File: src/rtl/gpfat_pkg.sv
// ----------------------------------------------------------------------------
// gpfat_pkg
// Shared types and constants for the game packet filter and announce table.
// ----------------------------------------------------------------------------
package gpfat_pkg;

  localparam int unsigned TABLE_ENTRIES = 7;
  localparam int unsigned CountW = $clog2(TABLE_ENTRIES + 1);
  localparam int unsigned IdxW   = (TABLE_ENTRIES > 1) ? $clog2(TABLE_ENTRIES) : 1;

  localparam logic [7:0] PktLenOk   = 8'd32;
  localparam logic [7:0] ChProto    = 8'h47;
  localparam logic [7:0] ChText     = 8'h54;
  localparam logic [7:0] ChNick     = 8'h4E;
  localparam logic [7:0] ChAnnounce = 8'h41;

  localparam logic [1:0] OpPacket  = 2'd0;
  localparam logic [1:0] OpClear   = 2'd1;
  localparam logic [1:0] OpReserve = 2'd2;

  localparam logic [2:0] KindDrop     = 3'd0;
  localparam logic [2:0] KindText     = 3'd1;
  localparam logic [2:0] KindNick     = 3'd2;
  localparam logic [2:0] KindAnnounce = 3'd3;
  localparam logic [2:0] KindOther    = 3'd4;
  localparam logic [2:0] KindCleared  = 3'd5;
  localparam logic [2:0] KindReserved = 3'd6;

  localparam logic [1:0] TblNone  = 2'd0;
  localparam logic [1:0] TblAdded = 2'd1;
  localparam logic [1:0] TblDup   = 2'd2;
  localparam logic [1:0] TblFull  = 2'd3;

  // Classified job handed from the front to the back
  typedef struct packed {
    logic [2:0]  kind;
    logic        send_ack;
    logic [31:0] ack_seq;
    logic [15:0] game_id;
  } job_t;

endpackage

File: src/rtl/game_packet_filter_announce_table_core.sv
// ----------------------------------------------------------------------------
// game_packet_filter_announce_table_core
// Packet filter, command classifier and game announce table for a radio game.
// ----------------------------------------------------------------------------
// Channel   Direction  Handshake              Payload
// input     in         push / full            op, pkt_len, proto_byte, cmd_byte,
//                                             dest_id, pkt_seq, game_id
// result    out        empty / pop            kind, send_ack, ack_seq, new_seq,
//                                             table_result, slot
// config    in         cfg_we_i               cfg_wdata_i (station id)
//
// An item passes a front register and a two-entry job queue, then the back
// unit executes one job at a time. When the back is free, a result passes the
// front register, the queue and the result register; an announce to a table
// not yet full first scans the stored entries, one registered memory read and
// one compare per entry. The back starts a job only when the result register
// is empty; the front and the queue keep accepting meanwhile. Reset empties
// the table and sets the sequence counter to 1; no clearing pass is needed.
// ----------------------------------------------------------------------------
module game_packet_filter_announce_table_core (
  input  logic        clk_i,
  input  logic        rst_ni,
  input  logic        cfg_we_i,
  input  logic [31:0] cfg_wdata_i,
  input  logic        push,
  output logic        full,
  input  logic [1:0]  op_i,
  input  logic [7:0]  pkt_len_i,
  input  logic [7:0]  proto_byte_i,
  input  logic [7:0]  cmd_byte_i,
  input  logic [31:0] dest_id_i,
  input  logic [31:0] pkt_seq_i,
  input  logic [15:0] game_id_i,
  output logic        empty,
  input  logic        pop,
  output logic [2:0]  kind_o,
  output logic        send_ack_o,
  output logic [31:0] ack_seq_o,
  output logic [31:0] new_seq_o,
  output logic [1:0]  table_result_o,
  output logic [2:0]  slot_o
);
  import gpfat_pkg::*;

  logic front_valid, q_ready, q_valid, q_pop;
  job_t front_job, q_job;

  gpfat_front u_front (
    .clk_i        (clk_i),
    .rst_ni       (rst_ni),
    .cfg_we_i     (cfg_we_i),
    .cfg_wdata_i  (cfg_wdata_i),
    .push         (push),
    .full         (full),
    .op_i         (op_i),
    .pkt_len_i    (pkt_len_i),
    .proto_byte_i (proto_byte_i),
    .cmd_byte_i   (cmd_byte_i),
    .dest_id_i    (dest_id_i),
    .pkt_seq_i    (pkt_seq_i),
    .game_id_i    (game_id_i),
    .job_valid_o  (front_valid),
    .job_o        (front_job),
    .job_ready_i  (q_ready)
  );

  gpfat_jobq u_jobq (
    .clk_i      (clk_i),
    .rst_ni     (rst_ni),
    .wr_valid_i (front_valid),
    .wr_job_i   (front_job),
    .wr_ready_o (q_ready),
    .rd_valid_o (q_valid),
    .rd_job_o   (q_job),
    .rd_pop_i   (q_pop)
  );

  gpfat_back u_back (
    .clk_i          (clk_i),
    .rst_ni         (rst_ni),
    .job_valid_i    (q_valid),
    .job_i          (q_job),
    .job_pop_o      (q_pop),
    .empty          (empty),
    .pop            (pop),
    .kind_o         (kind_o),
    .send_ack_o     (send_ack_o),
    .ack_seq_o      (ack_seq_o),
    .new_seq_o      (new_seq_o),
    .table_result_o (table_result_o),
    .slot_o         (slot_o)
  );

endmodule

File: src/rtl/gpfat_front.sv
// ----------------------------------------------------------------------------
// gpfat_front
// Accepts items, checks the packet filter and decodes the command into a job.
// ----------------------------------------------------------------------------
module gpfat_front (
  input  logic               clk_i,
  input  logic               rst_ni,
  input  logic               cfg_we_i,
  input  logic [31:0]        cfg_wdata_i,
  input  logic               push,
  output logic               full,
  input  logic [1:0]         op_i,
  input  logic [7:0]         pkt_len_i,
  input  logic [7:0]         proto_byte_i,
  input  logic [7:0]         cmd_byte_i,
  input  logic [31:0]        dest_id_i,
  input  logic [31:0]        pkt_seq_i,
  input  logic [15:0]        game_id_i,
  output logic               job_valid_o,
  output gpfat_pkg::job_t    job_o,
  input  logic               job_ready_i
);
  import gpfat_pkg::*;

  logic [31:0] station_id_q;
  logic        valid_q;
  job_t        job_q, job_d;
  logic        pkt_ok, accept;

  assign full   = valid_q && !job_ready_i;
  assign accept = push && !full;

  assign pkt_ok = (pkt_len_i == PktLenOk) && (proto_byte_i == ChProto) &&
                  ((dest_id_i == station_id_q) || (dest_id_i == 32'd0));

  always_comb begin
    job_d          = '0;
    job_d.game_id  = game_id_i;
    case (op_i)
      OpClear:   job_d.kind = KindCleared;
      OpReserve: job_d.kind = KindReserved;
      OpPacket: begin
        if (pkt_ok) begin
          case (cmd_byte_i)
            ChText: begin
              job_d.kind = KindText;
              if (dest_id_i != 32'd0) begin
                job_d.send_ack = 1'b1;
                job_d.ack_seq  = pkt_seq_i;
              end
            end
            ChNick:     job_d.kind = KindNick;
            ChAnnounce: job_d.kind = KindAnnounce;
            default:    job_d.kind = KindOther;
          endcase
        end
      end
      default: job_d.kind = KindDrop;
    endcase
  end

  always_ff @(posedge clk_i or negedge rst_ni) begin
    if (!rst_ni) begin
      station_id_q <= '0;
      valid_q      <= 1'b0;
      job_q        <= '0;
    end else begin
      if (cfg_we_i) begin
        station_id_q <= cfg_wdata_i;
      end
      if (accept) begin
        valid_q <= 1'b1;
        job_q   <= job_d;
      end else if (job_ready_i) begin
        valid_q <= 1'b0;
      end
    end
  end

  assign job_valid_o = valid_q;
  assign job_o       = job_q;

endmodule

File: src/rtl/gpfat_jobq.sv
// ----------------------------------------------------------------------------
// gpfat_jobq
// Two-entry queue of classified jobs between the front and the back.
// ----------------------------------------------------------------------------
module gpfat_jobq (
  input  logic               clk_i,
  input  logic               rst_ni,
  input  logic               wr_valid_i,
  input  gpfat_pkg::job_t    wr_job_i,
  output logic               wr_ready_o,
  output logic               rd_valid_o,
  output gpfat_pkg::job_t    rd_job_o,
  input  logic               rd_pop_i
);
  import gpfat_pkg::*;

  job_t       entry_q [2];
  logic       wr_ptr_q, rd_ptr_q;
  logic [1:0] cnt_q;
  logic       do_wr, do_rd;

  assign wr_ready_o = (cnt_q != 2'd2);
  assign rd_valid_o = (cnt_q != 2'd0);
  assign rd_job_o   = entry_q[rd_ptr_q];
  assign do_wr      = wr_valid_i && wr_ready_o;
  assign do_rd      = rd_pop_i && rd_valid_o;

  always_ff @(posedge clk_i or negedge rst_ni) begin
    if (!rst_ni) begin
      wr_ptr_q <= 1'b0;
      rd_ptr_q <= 1'b0;
      cnt_q    <= 2'd0;
    end else begin
      if (do_wr) begin
        wr_ptr_q <= ~wr_ptr_q;
      end
      if (do_rd) begin
        rd_ptr_q <= ~rd_ptr_q;
      end
      case ({do_wr, do_rd})
        2'b10:   cnt_q <= cnt_q + 2'd1;
        2'b01:   cnt_q <= cnt_q - 2'd1;
        default: cnt_q <= cnt_q;
      endcase
    end
  end

  always_ff @(posedge clk_i) begin
    if (do_wr) begin
      entry_q[wr_ptr_q] <= wr_job_i;
    end
  end

endmodule

File: src/rtl/gpfat_back.sv
// ----------------------------------------------------------------------------
// gpfat_back
// Executes jobs: sequence counter, announce table scan, result register.
// ----------------------------------------------------------------------------
module gpfat_back (
  input  logic               clk_i,
  input  logic               rst_ni,
  input  logic               job_valid_i,
  input  gpfat_pkg::job_t    job_i,
  output logic               job_pop_o,
  output logic               empty,
  input  logic               pop,
  output logic [2:0]         kind_o,
  output logic               send_ack_o,
  output logic [31:0]        ack_seq_o,
  output logic [31:0]        new_seq_o,
  output logic [1:0]         table_result_o,
  output logic [2:0]         slot_o
);
  import gpfat_pkg::*;

  typedef enum logic [1:0] {
    B_IDLE,
    B_SCAN,
    B_CMP
  } state_e;

  state_e            state_q;
  logic [31:0]       seq_q;
  logic [CountW-1:0] count_q;
  logic [CountW-1:0] idx_q;
  logic [15:0]       gid_q;
  logic              out_valid_q;
  logic [2:0]        kind_q;
  logic              send_ack_q;
  logic [31:0]       ack_seq_q;
  logic [31:0]       new_seq_q;
  logic [1:0]        tbl_q;
  logic [2:0]        slot_q;

  logic [15:0]       mem [TABLE_ENTRIES];
  logic [15:0]       rd_q;
  logic              take, scan_end, mem_we;

  assign take      = (state_q == B_IDLE) && job_valid_i && !out_valid_q;
  assign job_pop_o = take;
  assign scan_end  = (state_q == B_SCAN) && (idx_q == count_q);
  assign mem_we    = scan_end;

  always_ff @(posedge clk_i or negedge rst_ni) begin
    if (!rst_ni) begin
      state_q     <= B_IDLE;
      seq_q       <= 32'd1;
      count_q     <= '0;
      idx_q       <= '0;
      gid_q       <= '0;
      out_valid_q <= 1'b0;
      kind_q      <= KindDrop;
      send_ack_q  <= 1'b0;
      ack_seq_q   <= '0;
      new_seq_q   <= '0;
      tbl_q       <= TblNone;
      slot_q      <= '0;
    end else begin
      if (pop && out_valid_q) begin
        out_valid_q <= 1'b0;
      end
      case (state_q)
        B_IDLE: begin
          if (take) begin
            kind_q     <= job_i.kind;
            send_ack_q <= job_i.send_ack;
            ack_seq_q  <= job_i.ack_seq;
            new_seq_q  <= '0;
            tbl_q      <= TblNone;
            slot_q     <= '0;
            gid_q      <= job_i.game_id;
            idx_q      <= '0;
            case (job_i.kind)
              KindNick, KindReserved: begin
                seq_q       <= seq_q + 32'd1;
                new_seq_q   <= seq_q + 32'd1;
                out_valid_q <= 1'b1;
              end
              KindCleared: begin
                count_q     <= '0;
                out_valid_q <= 1'b1;
              end
              KindAnnounce: begin
                if (count_q == CountW'(TABLE_ENTRIES)) begin
                  tbl_q       <= TblFull;
                  out_valid_q <= 1'b1;
                end else begin
                  state_q <= B_SCAN;
                end
              end
              default: out_valid_q <= 1'b1;
            endcase
          end
        end
        B_SCAN: begin
          if (scan_end) begin
            // no match among stored entries: append
            tbl_q       <= TblAdded;
            slot_q      <= 3'(count_q);
            count_q     <= count_q + CountW'(1);
            out_valid_q <= 1'b1;
            state_q     <= B_IDLE;
          end else begin
            state_q <= B_CMP;
          end
        end
        B_CMP: begin
          if (rd_q == gid_q) begin
            tbl_q       <= TblDup;
            out_valid_q <= 1'b1;
            state_q     <= B_IDLE;
          end else begin
            idx_q   <= idx_q + CountW'(1);
            state_q <= B_SCAN;
          end
        end
        default: state_q <= B_IDLE;
      endcase
    end
  end

  always_ff @(posedge clk_i) begin
    if (mem_we) begin
      mem[count_q[IdxW-1:0]] <= gid_q;
    end
    rd_q <= mem[idx_q[IdxW-1:0]];
  end

  assign empty          = !out_valid_q;
  assign kind_o         = kind_q;
  assign send_ack_o     = send_ack_q;
  assign ack_seq_o      = ack_seq_q;
  assign new_seq_o      = new_seq_q;
  assign table_result_o = tbl_q;
  assign slot_o         = slot_q;

endmodule
File: config.mk
export PLATFORM = sky130hd
export DESIGN_NAME = game_packet_filter_announce_table_core
export DESIGN_NICKNAME = d
export VERILOG_FILES = /design/src/rtl/gpfat_pkg.sv /design/src/rtl/game_packet_filter_announce_table_core.sv /design/src/rtl/gpfat_front.sv /design/src/rtl/gpfat_jobq.sv /design/src/rtl/gpfat_back.sv
export SDC_FILE = /design/constraint.sdc
export NUM_CORES = 1
export LEC_CHECK = 0
export ABC_AREA = 1
export BUFFER_PORTS_ARGS = -buffer_cell sky130_fd_sc_hd__buf_2
export CORE_UTILIZATION = 35
export CTS_CLUSTER_DIAMETER = 40
export DETAILED_ROUTE_END_ITERATION = 12
export GPL_ROUTABILITY_DRIVEN = 0
export PLACE_DENSITY = 0.55
export SYNTH_ARGS = -nofsm -noshare
export SYNTH_HDL_FRONTEND = slang
export SYNTH_HIERARCHICAL = 1
export SYNTH_SLANG_ARGS = --single-unit
File: constraint.sdc
create_clock -name clk_i -period 3.2 [get_ports clk_i]
set_input_delay 0.48 -clock clk_i [delete_from_list [all_inputs] [get_ports clk_i]]
set_output_delay 0.48 -clock clk_i [all_outputs]
set_load 0.01 [all_outputs]
==> results.md, run 1 <==
- Library cells used by synthesis: 44
- Wire per inst: 15.7 um
- Slew Viols, Final: 0
- Synth Instances: 1916
- Hold Path Origin: game_id_i[14]
- Ys Warns: 6
- Clock Latency Late Sink: 0.59 ns
- Cell row count: 84
- Pwr dens: 908 nW/um^2
- Top cell type's share of synthesized area: 0.342
- Endpoint type of the worst setup path: register
- Setup WS pre-CTS: 0.773 ns
- Max Freq: 411 MHz
- Leak Pwr: 10.8 nW
- Die height: 235 um
- Ports: 218
- Clock Sinks: 451
- Startpoint Class: register
- Final antenna-violating net count: 0
- 1st-iter DRT viols: 856
- Worst r2r src: u_back/state_q[1]$_DFFE_PN0P_
- Overflow left after global routing: 0
- Total track usage: 0.168
- Layout cell share with drive strength beyond 1: 0.196
- Initial Util: 0.358
- Clock Path Buffers: 3
- Cts hold-fix bufs: 1
- Clock Root Buffer: clkbuf_16
- Setup-failing EPs final: 0
- Worst-Margin Slew: 0.933 ns
- # H-tree levels: 3
- Syn nets: 2068
- WP data arrival: 2.92 ns
- Remaining DRCs: 0
- Critical Path Fanout Max: 77
- Global-route wire length before repair: 74000 um
- Unrepaired setup endpoints after global routing: no
- Fin area: 23300 um^2
- Die area: 55200 um^2
- Start-to-end type of the worst setup path: reg -> reg
- # port buffers: 217
- Final Hold Viols: 0
- Mapped Area: 19000 um^2
- Final min period: 2.43 ns
- Hold Crit Class: in -> reg
- Placed Area: 20800 um^2
- Primary FF master, synth: dfrtp_1
- Sequential area share after synthesis: 0.648
- DR vias/cell: 4.73
- CP startpoint: u_back/state_q[1]$_DFFE_PN0P_
- Detailed placement HPWL: 28700 um
- WL final: 45600 um
- Core footprint: 53100 um^2
- Synthesis-stage register bit count: 451
- Synth area leader: edfxtp_1
- Clock Skew: 0.0295 ns
- Initial antenna violation count: 3
- Fin nets: 2312
- TritonCTS buffer count: 72
- Total number of vias: 13800
- Max Cap Viol: 0
- Worst endpoint required time: 3.69 ns
- Post-CTS sizing: 0
- Final Worst Setup Slack: 0.769 ns
- Setup_tns: 0 ns
- Count leader, synth: nand2_1
- Number of global-route vias before repair: 14000
- EDFF count, synth: 216
- Reg clk slew, reported paths: 0.06 ns
- Fin crit share: 0.760
- Die X: 235 um
- Max VDD drop: 503 uV
- Hold_ws: 0.107 ns
- Commonest cells in the netlist: nand2_1 (759), dfrtp_1 (218), edfxtp_1 (216)
- Pre-antenna DRT Iters: 5
- Async set-reset flop share out of synthesis: 0.486
- Status: finished, final reports clean
- Pin count of the biggest net entering global routing: 78
- Syn avg cell area: 9.90 um^2
- Top cells by area, synth: edfxtp_1 (34%), dfrtp_1 (29%), nand2_1 (15%), o21ai_0 (2.9%), nor2_1 (2.3%)
- Max-slew headroom: 0.378
- TritonCTS clock tree: yes
- Post-CTS setup buffer count: 0
- P&R area growth vs syn: 22.9%
[metrics by stage]
step | instances | power [mW] | utilization
2_1_floorplan | 1916 | 11.6 | -
3_3_place_gp | 2773 | 13.2 | 0.392
3_5_place_dp | 2773 | 13.4 | 0.392
4_1_cts | 2907 | 21.5 | 0.439
5_1_grt | 2907 | 22.4 | 0.439
6_report | 2910 | 21.2 | 0.439
[flip-flops by register name, summed over array words and instances, names as in the netlist, 3 cells and up]
register	cells
u_back/mem	112
u_jobq/entry_q	104
u_front/job_o	52
u_back/ack_seq_o	32
u_back/new_seq_o	32
u_back/seq_q	32
u_front/station_id_q	32
u_back/gid_q	16
u_back/rd_q	16
u_back/count_q	3
u_back/idx_q	3
u_back/kind_o	3
u_back/slot_o	3
[cells in the final DEF, fill, tap and decap left out, drive strengths merged]
cell type / instances
nor4: 12
xor2: 13
a21oi: 46
mux2: 21
diode: 3
dfxtp: 16
o31ai: 2
nor2: 123
clkinv: 21
dfrtp: 218
nand3b: 1
o21bai: 2
o21ai: 118
a221oi: 1
buf: 244
bufinv: 10
or2: 4
edfxtp: 216
nand2: 766
inv: 144
xnor2: 27
clkinvlp: 5
ha: 9
dfstp: 1
o22ai: 17
nor3: 20
nand4: 39
nand3: 38
and2: 1
dlygate4sd3: 1
clkbuf: 83
[layout make-up]
| type | instances | area [um^2] |
|---|---|---|
| Sequential cell | 451 | 12300 |
| Fill cell | 5041 | 29800 |
| Clock buffer | 83 | 1910 |
| Antenna cell | 3 | 7.51 |
| Timing Repair Buffer | 245 | 1370 |
| Tap cell | 688 | 861 |
| Inverter | 130 | 494 |
| Multi-Input combinational cell | 1260 | 5800 |
| Clock inverter | 50 | 588 |
[per-layer routing]
| layer | vias up | GRT usage | wire (um) |
|---|---|---|---|
| met1 | 6568 | 0.209 | 20400 |
| met3 | 69 | 0.0426 | 2550 |
| li1 | 6778 | - | - |
| met2 | 339 | 0.286 | 21700 |
| met4 | 2 | 0.0504 | 863 |
| met5 | - | 0 | 13 |
[worst max-delay path, cell delays in order, from the launching register on]
cell and delay (ns):
dfrtp_1 0.37, inv_1 0.09, ha_1 0.28, nand3_2 0.13
buf_4 0.74, o21ai_0 0.30, or2_2 0.33, o21ai_0 0.08
[kinds of logic after synthesis]
kind of cell	count (synthesis)	synth area share
buffers and inverters	205	0.0491
multiplexers	21	0.0125
AND/OR/NAND/NOR	1004	0.215
XOR/XNOR	40	0.0189
AO/OA/AOI/OAI	186	0.0513
adder cells (fa/ha/maj)	9	0.00593
flip-flops	451	0.648
[report_power, final]
group          total [mW]  internal, mW  switching, mW
Combinational        4.75          1.50           3.25
Sequential           8.44          7.67          0.769
Clock                7.97          5.15           2.83
[final timing paths]
kind / to / slack [ns] / cells after the start
min reg2reg: u_jobq/entry_q[0][33]$_DFFE_PP_ / 0.45 / 0
min in group asynchronous: u_back/ack_seq_o[14]$_DFFE_PN0P_ / 0.45 / 2
min: u_front/job_o[14]$_DFFE_PN0P_ / 0.11 / 3
max: u_back/state_q[0]$_DFFE_PN0P_ / 0.77 / 7
max reg2reg: u_back/state_q[0]$_DFFE_PN0P_ / 0.77 / 7
max in group asynchronous: u_back/seq_q[0]$_DFFE_PN1P_ / 1.88 / 3
Power figures use the tool's default switching activity.
==> run 2, diff against run 1 <==
--- a/config.mk
+++ b/config.mk
@@ -11,7 +11,7 @@
 export CTS_CLUSTER_DIAMETER = 40
 export DETAILED_ROUTE_END_ITERATION = 12
 export GPL_ROUTABILITY_DRIVEN = 0
-export PLACE_DENSITY = 0.55
+export PLACE_DENSITY = 0.53
 export SYNTH_ARGS = -nofsm -noshare
 export SYNTH_HDL_FRONTEND = slang
 export SYNTH_HIERARCHICAL = 1
==> constraint.sdc (replaced) <==
create_clock -name clk_i -period 2.5 [get_ports clk_i]
set_input_delay 0.375 -clock clk_i [delete_from_list [all_inputs] [get_ports clk_i]]
set_output_delay 0.375 -clock clk_i [all_outputs]
set_load 0.01 [all_outputs]
==> run 2 against run 1 <==
Compared with the run above: register-to-register slack got worse by 0.44 ns; highest routed layer is now met4; wire length rose by 1.7%; utilization rose by 1.5 points; total power rose by 31%; hold slack got worse by 0.088 ns; critical path type unchanged; sequential cell count did not move; clock skew fell by 0.0065 ns; largest cell class unchanged.
==> results.md, run 2 (synthesized netlist as in run 1, its figures left out) <==
- Detailed placement HPWL: 29600 um
- Clock Sinks: 451
- Number of flip-flops in the largest register: 112
- Overflow left after global routing: 0
- Startpoint Class: register
- Status: finished, final reports clean
- Max VDD drop: 585 uV
- Design Power: 27.8 mW
- TritonCTS clock tree: yes
- Clock Skew: 0.0230 ns
- Leak Pwr: 11.1 nW
- Worst endpoint required time: 3.01 ns
- Placed cells: 2787
- Fin nets: 2377
- Slew Viols, Final: 0
- Final antenna-violating net count: 0
- Core footprint: 53100 um^2
- Critical Path Fanout Max: 17
- # port buffers: 217
- Die area: 55200 um^2
- Pre-antenna DRT Iters: 5
- WP data arrival: 2.67 ns
- Ports: 218
- Layout cell share with drive strength beyond 1: 0.201
- Total number of vias: 14000
- Setup-failing EPs final: 0
- Final min period: 2.17 ns
- Setup WS pre-CTS: 0.333 ns
- Most common cell after layout, fill and taps aside: nand2_1
- Start-to-end type of the worst setup path: reg -> reg
- WL final: 46300 um
- 1st-iter DRT viols: 784
- Fin area: 24100 um^2
- Pwr dens: 1150 nW/um^2
- Endpoint type of the worst setup path: register
- Most frequent cells in the layout: nand2_1 (759), dfrtp_1 (217), buf_2 (216), edfxtp_1 (216), inv_1 (116)
- Max Freq: 462 MHz
- Reg2Reg Setup Slack: 0.33 ns
- Setup_tns: 0 ns
- Reg clk slew, reported paths: 0.05 ns
- Wire per inst: 15.6 um
- Fin crit share: 0.866
- Total track usage: 0.171
- Clock Root Buffer: clkbuf_16
- ANT cells: 0
- Final Worst Setup Slack: 0.334 ns
- Global-route wire length before repair: 74600 um
- Hold Crit Class: in -> reg
- Worst-Margin Slew: 0.952 ns
- Unrepaired setup endpoints after global routing: no
- Initial Util: 0.358
- Non-Filler Instances: 2978
- Die X: 235 um
- # H-tree levels: 3
- Clock Latency Late Sink: 0.60 ns
- Final Hold Viols: 0
- Number of global-route vias before repair: 14100
- Placed Area: 20900 um^2
- TritonCTS buffer count: 77
- Max Cap Viol: 0
- Remaining DRCs: 0
- Pin count of the biggest net entering global routing: 75
- P&R area growth vs syn: 27.1%
- Max-slew headroom: 0.366
- Initial antenna violation count: 0
- Post-CTS setup buffer count: 0
- Die height: 235 um
- Cell row count: 84
- Clock Path Buffers: 3
- DR vias/cell: 4.69
run 2: cell count changes in the layout (fill, tap and decap cells not counted), moves of 4 or more:
cell           change
dlygate4sd3_1     +46
buf_4             +12
clkinv_4           +5
clkinv_2           -4
clkbuf_16          +5
inv_8              -4
run 2: area by class of cell:
class                   instances  area [um^2]
well taps                     688          861
clock inverters                52          617
repair buffers                305         1960
clock buffers                  92         2080
flip-flops and latches        451        12300
fillers                      4915        29000
inverters                     130          494
multi-input cells            1260         5810
run 2: through the flow:
stage / util / hold WS, ns
6_report: 0.454 / 0.0185
5_1_grt: 0.454 / 0.0204
4_1_cts: 0.454 / 0.0000359
3_5_place_dp: 0.395 / 0.397
3_3_place_gp: 0.395 / 0.388
2_1_floorplan: - / 0.0794
run 2: repair_timing:
item / CTS / global route
hold buffers: 47 / 0
endpoints found under the hold margin: 105 / 0
endpoints found under the setup margin: 0 / 0
resized for setup: 0 / 0
run 2: path summary, 6_finish.rpt:
kind	from	end	cells after the start
max	u_back/state_q[0]$_DFFE_PN0P_	u_back/seq_q[26]$_DFFE_PN0P_	10
min	game_id_i[7]	u_front/job_o[7]$_DFFE_PN0P_	3
max reg2reg	u_back/state_q[0]$_DFFE_PN0P_	u_back/seq_q[26]$_DFFE_PN0P_	10
min reg2reg	u_front/job_o[0]$_DFFE_PN0P_	u_jobq/entry_q[0][0]$_DFFE_PP_	0
max in group asynchronous	rst_ni	u_front/station_id_q[21]$_DFFE_PN0P_	3
min in group asynchronous	rst_ni	u_front/job_o[29]$_DFFE_PN0P_	2
run 2: worst max-delay path: stages, from the launching register on:
cell and delay (ns):
dfrtp_1 0.40, inv_1 0.10, ha_1 0.34, nand3_2 0.19, clkinv_2 0.25, nand2_2 0.11
nor2_4 0.14, inv_2 0.17, a21oi_1 0.17, o21ai_0 0.12, o21ai_0 0.09
run 2: power by group:
| part | leakage, nW | total (mW) | internal (mW) | switching [mW] |
|---|---|---|---|---|
| combinational | 4.81 | 6.29 | 2.03 | 4.26 |
| clock | 1.30 | 10.7 | 6.89 | 3.83 |
| sequential | 5.00 | 10.8 | 9.82 | 0.963 |
run 2: per-layer routing:
| metal | vias to the layer above | GRT usage | share of wire |
|---|---|---|---|
| li1 | 6911 | - | - |
| met5 | - | 0 | 0 |
| met2 | 298 | 0.290 | 0.48 |
| met3 | 79 | 0.0421 | 0.049 |
| met4 | 0 | 0.0556 | 0.023 |
| met1 | 6671 | 0.213 | 0.45 |
==> run 3, diff against run 2 <==
--- a/config.mk
+++ b/config.mk
@@ -8,6 +8,7 @@
 export ABC_AREA = 1
 export BUFFER_PORTS_ARGS = -buffer_cell sky130_fd_sc_hd__buf_2
 export CORE_UTILIZATION = 35
+export CTS_BUF_LIST = sky130_fd_sc_hd__clkbuf_4 sky130_fd_sc_hd__clkbuf_8
 export CTS_CLUSTER_DIAMETER = 40
 export DETAILED_ROUTE_END_ITERATION = 12
 export GPL_ROUTABILITY_DRIVEN = 0
==> run 3 against run 2 <==
Compared with the run above: cell area down 2.0%; clock power shrank 29%; wire length up 0.79%; sequential power about the same; via count increased by 1.3%; count of clock-buffer cells in the layout grew 31; cell count grew 1.6%; combinational power rose by 0.6%; non-clock buffer count rose by 36; utilization shrank 0.90 points; die area unchanged; critical endpoint unchanged.
==> results.md, run 3 (synthesized netlist as in run 1, its figures left out) <==
- Initial antenna violation count: 1
- Placed Area: 20900 um^2
- Die area: 55200 um^2
- Worst-Margin Slew: 0.954 ns
- Endpoint type of the worst setup path: register
- 1st-iter DRT viols: 834
- Setup-failing EPs final: 0
- Max-slew headroom: 0.364
- Post-CTS sizing: 0
- WL final: 46700 um
- Total number of vias: 14100
- Leak Pwr: 10.9 nW
- Hold Path Origin: pop
- Reg clk slew, reported paths: 0.05 ns
- P&R area growth vs syn: 24.6%
- Non-Filler Instances: 3026
- Design Power: 24.8 mW
- Number of flip-flops in the largest register: 112
- Layout cell share with drive strength beyond 1: 0.206
- Global-route wire length before repair: 75500 um
- Unrepaired setup endpoints after global routing: no
- Total track usage: 0.172
- TritonCTS clock tree: yes
- Fin crit share: 0.879
- Placed cells: 2787
- # port buffers: 217
- Worst Reg-to-Reg Cells: 10
- Start-to-end type of the worst setup path: reg -> reg
- Die height: 235 um
- Detailed placement HPWL: 29600 um
- Clock Root Buffer: clkbuf_8
- Die X: 235 um
- Setup_tns: 0 ns
- Wire per inst: 15.4 um
- Max VDD drop: 493 uV
- Ports: 218
- Cells on Worst Hold Path: 4
- Pin count of the biggest net entering global routing: 75
- Final Hold Viols: 0
- Pre-antenna DRT Iters: 5
- Final antenna-violating net count: 0
- Clock Path Buffers: 3
- Number of global-route vias before repair: 14300
- DR vias/cell: 4.67
- Hold Crit Class: in -> reg
- Critical Path Fanout Max: 17
- Reg2Reg Setup Slack: 0.30 ns
- Pwr dens: 1050 nW/um^2
- Max Cap Viol: 0
- TritonCTS buffer count: 85
- Most frequent cells in the layout: nand2_1 (759), dfrtp_1 (217), buf_2 (216), edfxtp_1 (216), inv_1 (116)
- Fin nets: 2421
- Status: finished, final reports clean
- Clock Sinks: 451
- WP data arrival: 2.74 ns
- Overflow left after global routing: 0
- Fin area: 23600 um^2
- Clock Skew: 0.0373 ns
- Max Freq: 455 MHz
- Remaining DRCs: 0
- Most common cell after layout, fill and taps aside: nand2_1
- Hold Path Sink: u_back/out_valid_q$_DFF_PN0_
- Worst endpoint required time: 3.04 ns
- Cell row count: 84
- Slew Viols, Final: 0
- Final min period: 2.20 ns
- Startpoint Class: register
- Clock Latency Late Sink: 0.66 ns
- Final Util: 0.445
- Final Worst Setup Slack: 0.303 ns
- R2r endpoint: u_back/seq_q[26]$_DFFE_PN0P_
- Core footprint: 53100 um^2
- # H-tree levels: 3
- Initial Util: 0.358
- Hold_ws: 0.0771 ns
- Setup WS pre-CTS: 0.333 ns
- Worst r2r src: u_back/state_q[0]$_DFFE_PN0P_
## run 3: cell count changes in the layout (fill, tap and decap cells not counted), moves of 9 or more
cell           before  now
dlygate4sd3_1      47   83
clkbuf_16          80    0
clkinv_2            8   17
clkbuf_4            0   25
inv_6              13    4
clkbuf_8            3   98
clkinv_4            9    0
clkbuf_1            9    0
## run 3: area by class of cell
| type | count | area (um^2) |
|---|---|---|
| clock buffer | 123 | 1540 |
| inverter | 130 | 494 |
| fill | 5005 | 29400 |
| tap | 688 | 861 |
| multi-input combinational | 1260 | 5810 |
| clock inverter | 32 | 318 |
| antenna | 1 | 2.50 |
| timing repair buffer | 341 | 2320 |
| sequential | 451 | 12300 |
## run 3: worst max-delay path by stage
stage | from | endpoint | depth (start not counted)
after global routing | u_back/state_q[0]$_DFFE_PN0P_ | u_back/seq_q[26]$_DFFE_PN0P_ | 10
after CTS | u_back/state_q[0]$_DFFE_PN0P_ | u_back/seq_q[26]$_DFFE_PN0P_ | 10
after global placement | u_back/seq_q[0]$_DFFE_PN1P_ | u_back/new_seq_o[28]$_DFFE_PN0P_ | 9
final | u_back/state_q[0]$_DFFE_PN0P_ | u_back/seq_q[26]$_DFFE_PN0P_ | 10
after floorplan | u_back/state_q[1]$_DFFE_PN0P_ | u_back/mem[4][0]$_DFFE_PP_ | 5
after detailed placement | u_back/state_q[0]$_DFFE_PN0P_ | u_back/seq_q[26]$_DFFE_PN0P_ | 10
## run 3: metal layers
metal,part of all wire,global-route usage
met3,0.054,0.0437
met5,0,0
met1,0.44,0.212
met2,0.49,0.295
met4,0.021,0.0552
## run 3: worst max-delay path, stage by stage, from the launching register on
cell      delay (ns)
dfrtp_1         0.40
inv_1           0.10
ha_1            0.33
nand3_2         0.19
clkinv_2        0.25
nand2_2         0.11
nor2_4          0.14
inv_2           0.17
a21oi_1         0.18
o21ai_0         0.13
o21ai_0         0.10
## run 3: what timing repair did
action	4_1_cts	5_1_grt
buffers inserted	0	0
hold endpoints to repair	141	0
hold buffers	83	0
## run 3: where the power goes
group | leakage, nW | switching [mW] | internal [mW]
sequential | 5.00 | 0.969 | 9.82
clock | 0.985 | 3.14 | 4.50
combinational | 4.96 | 4.27 | 2.07
total | 10.9 | 8.37 | 16.4
